<file path="config.mk">
export PLATFORM = sky130hd
export DESIGN_NAME = whp_div
export DESIGN_NICKNAME = d
export VERILOG_FILES = /design/src/sv/whp_pkg.sv /design/src/sv/whp_div.sv
export SDC_FILE = /design/constraint.sdc
export NUM_CORES = 1
export LEC_CHECK = 0
export ABC_AREA = 1
export ABC_CLOCK_PERIOD_IN_PS = 7100
export BUFFER_PORTS_ARGS = -buffer_cell sky130_fd_sc_hd__buf_2
export CAP_MARGIN = 20
export CORE_MARGIN = 5
export CORE_UTILIZATION = 64
export CTS_BUF_LIST = sky130_fd_sc_hd__clkbuf_8 sky130_fd_sc_hd__clkbuf_16
export DETAILED_ROUTE_END_ITERATION = 10
export GPL_TIMING_DRIVEN = 0
export PLACE_DENSITY = 0.86
export SLEW_MARGIN = 20
export SYNTH_ARGS = -nofsm -noshare
export SYNTH_HDL_FRONTEND = slang
export SYNTH_SLANG_ARGS = --single-unit
</file>
<file path="constraint.sdc">
create_clock -name clk -period 7.1 [get_ports clk]
set_input_delay 1.065 -clock clk [delete_from_list [all_inputs] [get_ports clk]]
set_output_delay 1.065 -clock clk [all_outputs]
set_load 0.05 [all_outputs]
</file>
<file path="src/sv/whp_pkg.sv">
// windowed pixel histogram: shared widths, item kinds, register indexes
// and the divider status struct; no dependencies
`timescale 1ns / 1ps
`default_nettype none

package whp_pkg;

	localparam int SAMPLE_W   = 16;
	localparam int SEL_W      = 8;
	localparam int BINS_W     = 9;
	localparam int SPAN_W     = BINS_W;
	localparam int PH_W       = 12;
	localparam int QUOT_W     = 12;
	localparam int CFG_IDX_W  = 3;
	localparam int OUT_CNT_W  = 32;
	// rounded bin numerator 2*v*span + high, and its divisor 2*high
	localparam int BIN_NUM_W  = SAMPLE_W + SPAN_W + 2;
	localparam int BIN_DEN_W  = SAMPLE_W + 1;

	typedef enum logic [1:0] {
		KIND_COUNT = 2'd0,
		KIND_READ  = 2'd1,
		KIND_CLEAR = 2'd2
	} kind_t;

	localparam logic [CFG_IDX_W-1:0] CFG_LOW   = 3'd0;
	localparam logic [CFG_IDX_W-1:0] CFG_HIGH  = 3'd1;
	localparam logic [CFG_IDX_W-1:0] CFG_BINS  = 3'd2;
	localparam logic [CFG_IDX_W-1:0] CFG_WIDE  = 3'd3;
	localparam logic [CFG_IDX_W-1:0] CFG_PLOT  = 3'd4;

	typedef struct packed {
		logic busy;
		logic done;
	} div_stat_t;

endpackage

`default_nettype wire

</file>
<file path="src/sv/whp_div.sv">
// restoring divider, one quotient bit per cycle, fixed quotient width
// depends on whp_pkg (quotient width, status struct)
`timescale 1ns / 1ps
`default_nettype none

module whp_div #(
	parameter int NUM_W = 44,
	parameter int DEN_W = 32
) (
	input  wire logic                       clk,
	input  wire logic                       arst_n,
	input  wire logic                       start,
	input  wire logic [NUM_W-1:0]           num,
	input  wire logic [DEN_W-1:0]           den,
	output whp_pkg::div_stat_t              stat,
	output logic [whp_pkg::QUOT_W-1:0]      quot
);

	localparam int QW    = whp_pkg::QUOT_W;
	localparam int REM_W = (NUM_W > DEN_W + QW) ? NUM_W : DEN_W + QW;
	localparam int CNT_W = $clog2(QW);

	logic [REM_W-1:0] rem_q;
	logic [REM_W-1:0] dsh_q;
	logic [QW-1:0]    quot_q;
	logic [CNT_W-1:0] cnt_q;
	logic             busy_q;
	logic             ge;

	// caller guarantees num < den * 2^QW, so the quotient fits
	assign ge = (rem_q >= dsh_q);

	always_ff @(posedge clk or negedge arst_n) begin
		if (!arst_n) begin
			busy_q <= 1'b0;
			cnt_q  <= '0;
		end else if (start) begin
			busy_q <= 1'b1;
			cnt_q  <= CNT_W'(QW - 1);
		end else if (busy_q) begin
			cnt_q <= cnt_q - 1'b1;
			if (cnt_q == '0) begin
				busy_q <= 1'b0;
			end
		end
	end

	always_ff @(posedge clk) begin
		if (start) begin
			rem_q <= REM_W'(num);
			dsh_q <= REM_W'(den) << (QW - 1);
		end else if (busy_q) begin
			if (ge) begin
				rem_q <= rem_q - dsh_q;
			end
			dsh_q  <= dsh_q >> 1;
			quot_q <= {quot_q[QW-2:0], ge};
		end
	end

	assign stat.busy = busy_q;
	assign stat.done = busy_q && (cnt_q == '0);
	assign quot      = quot_q;

endmodule

`default_nettype wire

</file>
# After elaboration in Yosys (flattened, before gate mapping)
# Cells that the tools add are included.
# W data, S select, Z words.
# classes
n_addsub	2
n_mux	10
n_lt_le_gt_ge	1
n_reduce_logical	6
n_bitwise	1
# op_table
operator	count
$mux W44	3
$mux W43	2
$ge A44 B43 Y1	1
$sub A44 B43 Y44	1
$mux W4	2
$logic_not A4 Y1	1
$reduce_and A2 Y1	2
$reduce_bool A2 Y1	2
$sub A4 B1 Y4 const B	1
$mux W1	3
$logic_and A1 B1 Y1	1
$not A1 Y1	1
# totals
output_inout_bits	14
register_bits	104
input_bits	79

# Logic depth before layout (Yosys ltp)
# Gate-level depths: netlist of the first run.
# depth
word_depth	4
ltp_mapped	16
mapped_depth_nobuf	16

# Worst setup path after synthesis of the first run
# OpenSTA, ideal clock, no wires.
# synth_path
path_type	register to register
start	register rem_q[0]
end	register rem_q[0] (enable)
t_arrival_ns	2.426
synth_period_minus_slack_ns	2.985
n_path_buf	0
slack_ns	4.115
setup_time_ns	0.559
path_stages_with_launch	17
cell_sequence	edfxtp_1 -> inv_1 -> ha_1 -> inv_1 -> fa_1 -> nand2_1 -> nand3_1 -> nand3_1 -> nand2_2 -> nand2_2 -> nand2_2 -> nand3_2 -> nand2_1 -> nand2_1 -> nand2_2 -> nand2_1 -> nand2_1
# synth_between
elab_chain_len	3
# synth_lines
element	line_no	text
from (decl)	whp_div.sv:23	logic [REM_W-1:0] rem_q;
from (signal assigned)	whp_div.sv:50	rem_q <= REM_W'(num);
from (signal assigned)	whp_div.sv:54	rem_q <= rem_q - dsh_q;
$ge A44 B43 Y1	whp_div.sv:31	assign ge = (rem_q >= dsh_q);
net ge	whp_div.sv:28	logic ge;
$reduce_bool A2 Y1 (no line)	-	
$reduce_and A2 Y1 (no line)	-	
# The timed path passes the listed nets, and every way through them passes these cells.
# A chain may end at the register's enable or synchronous reset.

# Final worst setup path of the first run
# layout_path
start	register rem_q[0]
end	register rem_q[32] (enable)
# The elaborated chain is that of the path after synthesis.

==> flow_metrics.py, run 1 <==
metrics = {
    "grt": {
        "grt_antenna_before_repair": 0,
        "track_usage": 0.3010,
        "grt_max_degree": 27,
        "grt_pass1_wl_mm": 34.40,
        "grt_pass1_vias": 7291,
        "grt_overflow_total": 0,
    },
    "cts": {
        "root_buffer": "clkbuf_16",
        "worstSkewPairLatency_ns": 0.36,
        "cts_setup_buffers": 0,
        "cts.clk_slew.worst_paths_ns": 0.08,
        "htree_levels": 3,
        "cts.sink_count": 104,
        "cts_resized": 0,
        "clock_path_buffers": 2,
        "cts_tree": "built",
        "hold_buffers": 0,
        "numCtsBuffers": 9,
    },
    "critical_path": {
        "worstSetupStartpointType": "flop",
        "reg2reg_from": "rem_q[0]$_DFFE_PP_",
        "crit_end": "rem_q[32]$_DFFE_PP_",
        "crit_fanout": 23,
        "crit_path_start": "rem_q[0]$_DFFE_PP_",
        "end_kind": "flop",
        "ff2ff_path_depth": 17,
        "r2r_end": "rem_q[32]$_DFFE_PP_",
        "cp.arrival_ns": 3.17,
        "required_ns": 7.21,
        "criticalPathCategory": "reg2reg",
        "r2r_slack_ns": 4.04,
    },
    "synth": {
        "yosysMostFrequentCell": "nand2_1",
        "synth_cell_types": 35,
        "ys.flop_type": "edfxtp_1",
        "synth_seq_cells": 104,
        "yosys_warnings": 0,
        "synth_top_cell_by_area": "edfxtp_1",
        "syn_nets": 1267,
        "synth_area_leaders": "edfxtp_1 34%, nand2_1 21%, inv_1 11%, ha_1 7.2%, nand3_1 4.1%",
        "syn_area_um2": 7782,
        "yosysTopAreaCellShare": 0.3395,
        "async_reset_ff_frac": 0.04808,
        "syn_avg_cell_area_um2": 6.815,
        "synth_edf_count": 88,
        "synthCells": 1142,
        "seq_area_frac_synth": 0.3839,
        "synth_commonest_cells": "433 x nand2_1, 222 x inv_1, 88 x edfxtp_1",
    },
    "timing": {
        "fin_ws_ns": 4.037,
        "maxSlewViolCount": 0,
        "period_minus_slack_ns": 3.063,
        "final_hold_viol_count": 0,
        "clock_skew_ns": 0.01296,
        "fmax_mhz": 326.5,
        "period_share": 0.4314,
        "fin_tns_setup_ns": 0,
        "finalSetupViolations": 0,
        "tightest_slew_ns": 0.8155,
        "slew_headroom": 0.4564,
        "rsz0062_at_grt": "false",
    },
    "power_and_ir_drop": {
        "leakage_uw": 0.004639,
        "ir_drop_mv": 0.2291,
        "p_per_area_nw_per_um2": 409.7,
    },
    "placement": {
        "place.gp.congestion": 0.9690,
        "portBuffers": 91,
        "place_hpwl_mm": 17.59,
        "dpl_worst_slack_ns": 3.674,
    },
    "drt": {
        "via_per_inst": 5.385,
        "drt.antenna.violating_nets": 0,
        "wire_per_inst_um": 15.62,
        "drc": 0,
        "drt_iter0_drc": 719,
        "wl_mm": 21.84,
        "dr.pass1.iters": 6,
        "num_vias": 7528,
    },
    "min_path": {
        "holdCritPathClass": "reg2reg",
    },
    "floorplanning": {
        "die_h_um": 120.3,
        "ios": 93,
        "die_area_um2": 14460,
        "core_um2": 11960,
        "rows": 40,
        "initial_core_util": 0.6506,
        "fp.dieW_um": 120.3,
    },
    "outcome": {
        "status": "completed",
    },
    "cells_and_area": {
        "layout.nets": 1371,
        "drive_above_1_share": 0.1167,
        "areaGrowthSynthToFinish_pct": 12.85,
        "diodes": 0,
    },
    "run": {
        "maxCapViolations": 0,
    },
}
registers in the layout (all words and copies together) (netlist names):
| name | cells |
|---|---|
| dsh_q | 43 |
| quot | 12 |
| rem_q | 44 |
| cnt_q | 4 |
| busy_q | 1 |
per-stage QoR:
step	instances	area (um2)	hold slack [ns]	utilization	total power, uW
2_1_floorplan	1142	7782	0.4322	-	2506
3_5_place_dp	1382	8473	0.4289	0.7084	3047
4_1_cts	1398	8780	0.4477	0.7340	3567
5_1_grt	1398	8782	0.4672	0.7342	3903
3_3_place_gp	1380	8422	0.4244	0.7041	2977
6_report	1398	8782	0.4462	0.7342	3598
final cells by class:
| cell class | instances | area (um2) |
|---|---|---|
| Inverter | 222 | 833.3 |
| Tap cell | 147 | 183.9 |
| Sequential cell | 104 | 2988 |
| Timing Repair Buffer | 93 | 503.0 |
| Buffer | 20 | 83.83 |
| Clock inverter | 7 | 81.33 |
| Fill cell | 977 | 3179 |
| Multi-Input combinational cell | 796 | 3884 |
| Clock buffer | 9 | 225.2 |
layout by cell type, fill, tap and decap left out, types with 2 or more instances in the layout:
master,instances
inv_1,222
nor2_4,2
clkbuf_16,9
nor3_1,5
o21ai_1,4
o21ai_0,52
nand2_2,9
nand4_1,9
clkbuf_1,13
dfxtp_1,11
clkinv_4,2
xor2_1,3
inv_8,2
o21bai_1,5
clkinv_8,2
nand3b_1,2
buf_1,2
or2_1,4
nand2_1,432
edfxtp_1,88
nor2_2,9
ha_1,45
a21oi_1,38
or2_2,4
nand3_1,64
nand3_2,7
xnor2_1,9
o22ai_1,10
nor2_1,75
and2_1,2
dfrtp_1,5
buf_2,94
cells by family after synthesis:
logic type / after synthesis / synth area share
buffers and inverters: 242 / 0.1177
XOR/XNOR: 12 / 0.01351
AND/OR/NAND/NOR: 627 / 0.3349
adder cells (fa/ha/maj): 46 / 0.07492
AO/OA/AOI/OAI: 111 / 0.07508
flip-flops: 104 / 0.3839
routing by layer:
| metal | share of wire | track usage | wire length, um | vias up |
|---|---|---|---|---|
| li1 | - | - | - | 3778 |
| met1 | 0.43 | 0.3973 | 9382 | 3404 |
| met2 | 0.48 | 0.5174 | 10420 | 310 |
| met3 | 0.075 | 0.03601 | 1632 | 36 |
| met4 | 0.019 | 0.09844 | 413 | 0 |
| met5 | 0 | 0 | 0 | - |
power by group:
part / internal (uW) / switching [uW] / leakage (uW) / total (uW)
Clock: 252 / 265 / 0.000150 / 517
Sequential: 882 / 54.3 / 0.00108 / 936
Combinational: 708 / 1440 / 0.00341 / 2140
worst max-delay path, cell delays in order, from the launching register on:
cell and delay [ns]:
edfxtp_1 0.36, inv_1 0.06, ha_1 0.14, inv_1 0.08
fa_1 0.46, nand2_1 0.15, nand3_1 0.10, nand3_1 0.10
nand2_2 0.11, nand2_2 0.08, nand2_2 0.07, nand3_2 0.07
nand2_1 0.07, nand2_1 0.07, nand2_2 0.08, nand2_1 0.08
nand2_2 0.36, buf_16 0.33
worst min-delay path by stage:
| stage | from | endpoint | slack, ns | depth (start not counted) |
|---|---|---|---|---|
| after global placement | quot[8]$_DFFE_PP_ | quot[9]$_DFFE_PP_ | 0.42 | 0 |
| after floorplan | dsh_q[0]$_SDFFE_PP0P_ | dsh_q[0]$_SDFFE_PP0P_ | 0.43 | 2 |
| after detailed placement | quot[7]$_DFFE_PP_ | quot[8]$_DFFE_PP_ | 0.43 | 0 |
| final | quot[7]$_DFFE_PP_ | quot[8]$_DFFE_PP_ | 0.45 | 0 |
| after CTS | quot[7]$_DFFE_PP_ | quot[8]$_DFFE_PP_ | 0.45 | 0 |
| after global routing | quot[7]$_DFFE_PP_ | quot[8]$_DFFE_PP_ | 0.47 | 0 |
Note: power is estimated with default switching activity, not from simulation.
==> run 2: changes to the inputs <==
ABC_CLOCK_PERIOD_IN_PS = 2750   (was 7100)
CORE_UTILIZATION = 54   (was 64)
PLACE_DENSITY = 0.77   (was 0.86)
clock period = 2.75 ns   (was 7.1 ns; I/O delays follow)
==> run 2 against run 1 <==
- maximum frequency increased by 20%
- non-clock buffer count is the same
- combinational power rose to 2.6 times the previous value
- clock-buffer cell count is the same
- wire length fell by 2.5%
- via count fell by 3.6%
- sequential power grew to 2.6 times the previous value
- first-iteration DRC count decreased by 37%
- register-to-register slack got worse by 3.8 ns
- die area is 17% higher
- core utilization down 10 points
- critical path depth decreased by 1
- critical endpoint is now rem_q[34]$_DFFE_PP_
- largest power group unchanged
- highest routed layer unchanged
==> flow_metrics.py, run 2 (synthesis results as in run 1) <==
metrics = {
    "cts": {
        "clock_path_buffers": 2,
        "cts_setup_buffers": 0,
        "worstSkewPairLatency_ns": 0.37,
        "root_buffer": "clkbuf_16",
        "cts_tree": "built",
        "cts.clk_slew.worst_paths_ns": 0.08,
        "htree_levels": 3,
        "cts.sink_count": 104,
        "numCtsBuffers": 9,
    },
    "critical_path": {
        "criticalPathCategory": "reg2reg",
        "crit_fanout": 22,
        "end_kind": "flop",
        "cp.arrival_ns": 2.61,
        "cp_common_cell": "nand2_2",
        "crit_chain": "inv_1 -> ha_1 -> inv_1 -> fa_2 -> nand2_1 -> nand3_1 -> nand3_1 -> nand2_2 -> nand2_2 -> nand2_2 -> nand3_2 -> nand2_1 -> nand2_1 -> nand2_2 -> nand2_4 -> nand2_8",
        "crit_path_top_delay_cell": "fa_2",
        "slowest_delay_ns": 0.39,
        "r2r_end": "rem_q[34]$_DFFE_PP_",
        "ff2ff_path_depth": 16,
        "crit_path_start": "rem_q[0]$_DFFE_PP_",
        "reg2reg_from": "rem_q[0]$_DFFE_PP_",
        "worstSetupStartpointType": "flop",
        "r2r_slack_ns": 0.20,
        "required_ns": 2.81,
    },
    "power_and_ir_drop": {
        "ir_drop_mv": 0.5575,
        "total_power_uw": 9208,
        "p_clk_frac": 0.142,
        "leakage_uw": 0.004633,
        "swShare": 0.4859,
        "p_per_area_nw_per_um2": 1041,
        "seq_power_share": 0.262,
        "p_switching_uw": 4474,
        "internal_power_uw": 4734,
        "comb_power_share": 0.596,
    },
    "drt": {
        "via_per_inst": 5.068,
        "dr.pass1.iters": 5,
        "drt.antenna.violating_nets": 0,
        "wl_mm": 21.31,
        "wire_per_inst_um": 14.88,
        "drc": 0,
        "num_vias": 7257,
        "drt_iter0_drc": 452,
    },
    "grt": {
        "grt_overflow_total": 0,
        "grtUsageMet3": 0.04257,
        "grt_antenna_before_repair": 0,
        "met1_usage": 0.3398,
        "grt_pass1_wl_mm": 33.72,
        "grt_use_met2": 0.4393,
        "grt_max_degree": 45,
        "grt_most_used_layer": "met2",
        "grt_pass1_vias": 7031,
        "track_usage": 0.2555,
    },
    "min_path": {
        "hold_depth": 3,
        "hold_end": "dsh_q[42]$_DFFE_PP_",
        "holdCritPathClass": "in2reg",
        "hold_start": "den[31]",
    },
    "placement": {
        "place_hpwl_mm": 17.11,
        "portBuffers": 91,
        "place.gp.congestion": 0.9424,
        "place_inst": 1414,
    },
    "floorplanning": {
        "rows": 43,
        "die_h_um": 130.1,
        "initial_core_util": 0.5564,
        "die_area_um2": 16910,
        "ios": 93,
        "core_um2": 13990,
        "fp.dieW_um": 130.1,
    },
    "cells_and_area": {
        "top_register": "rem_q",
        "mostFrequentLayoutCell": "nand2_1",
        "areaGrowthSynthToFinish_pct": 13.62,
        "layout_common_cells": "431 x nand2_1, 222 x inv_1, 94 x buf_2",
        "drive_above_1_share": 0.1182,
        "diodes": 0,
        "largest_register_ffs": 44,
        "layout.nets": 1372,
        "finalNonFillerCells": 1432,
    },
    "timing": {
        "finalSetupViolations": 0,
        "maxSlewViolCount": 0,
        "fmax_mhz": 392.8,
        "period_minus_slack_ns": 2.546,
        "rsz0062_at_grt": "false",
        "slew_headroom": 0.4606,
        "tightest_slew_ns": 0.8091,
        "final_hold_viol_count": 0,
        "clock_skew_ns": 0.009578,
        "period_share": 0.9258,
    },
    "outcome": {
        "status": "completed",
    },
    "run": {
        "maxCapViolations": 0,
    },
}
-- run 2: worst max-delay path by stage --
stage / end / cells past startpoint
2_1_floorplan: rem_q[0]$_DFFE_PP_ / 16
3_3_place_gp: rem_q[21]$_DFFE_PP_ / 16
3_5_place_dp: rem_q[22]$_DFFE_PP_ / 16
4_1_cts: rem_q[22]$_DFFE_PP_ / 16
5_1_grt: rem_q[23]$_DFFE_PP_ / 16
6_report: rem_q[34]$_DFFE_PP_ / 16
-- run 2: metal layers --
layer / part of all wire / vias up
li1: - / 3780
met2: 0.48 / 177
met4: 0.013 / 0
met3: 0.059 / 22
met1: 0.45 / 3278
met5: 0 / -
-- run 2: through the flow --
stage / hold WS [ns] / setup slack [ns] / cell area (um2) / util / TNS (ns)
after floorplan: 0.1169 / 0.1975 / 7785 / - / 0
after global placement: 0.2330 / -0.3846 / 8466 / 0.6052 / -31.18
after detailed placement: 0.2346 / -0.4595 / 8487 / 0.6067 / -20.16
after CTS: 0.3054 / 0.0001654 / 8810 / 0.6298 / 0
after global routing: 0.3163 / 0.002812 / 8842 / 0.6321 / 0
final: 0.3047 / 0.2041 / 8842 / 0.6321 / 0
-- run 2: critical path, delay by kind of cell, from the launching register on --
| kind | cells | cell delay [ns] |
|---|---|---|
| adder cells (fa/ha/maj) | 2 | 0.53 |
| buffers and inverters | 2 | 0.14 |
| flip-flops | 1 | 0.37 |
| AND/OR/NAND/NOR | 12 | 1.17 |
-- run 2: power by group through the flow --
stage / Combinational (uW) / Sequential (uW) / Clock, uW
floorplan: 3990 / 2480 / 0
global placement: 5280 / 2430 / 0
detailed placement: 5360 / 2450 / 0
CTS: 5410 / 2410 / 1320
global route: 6210 / 2450 / 1370
finish: 5490 / 2420 / 1300
-- run 2: area by class of cell --
class                   count  area [um2]
flip-flops and latches    104        2988
inverters                 222       833.3
fillers                  1369        5146
well taps                 180       225.2
multi-input cells         797        3928
clock inverters             7       73.82
plain buffers              20       83.83
repair buffers             93       485.5
clock buffers               9       225.2
-- run 2: what timing repair did --
action / 4_1_cts / 5_1_grt
hold buffers: 1 / 0
gates resized for setup: 2 / 4
pin swaps: 0 / 1
endpoints found under the hold margin: 5 / 0
cloned: 0 / 1
endpoints found under the setup margin: 44 / 44
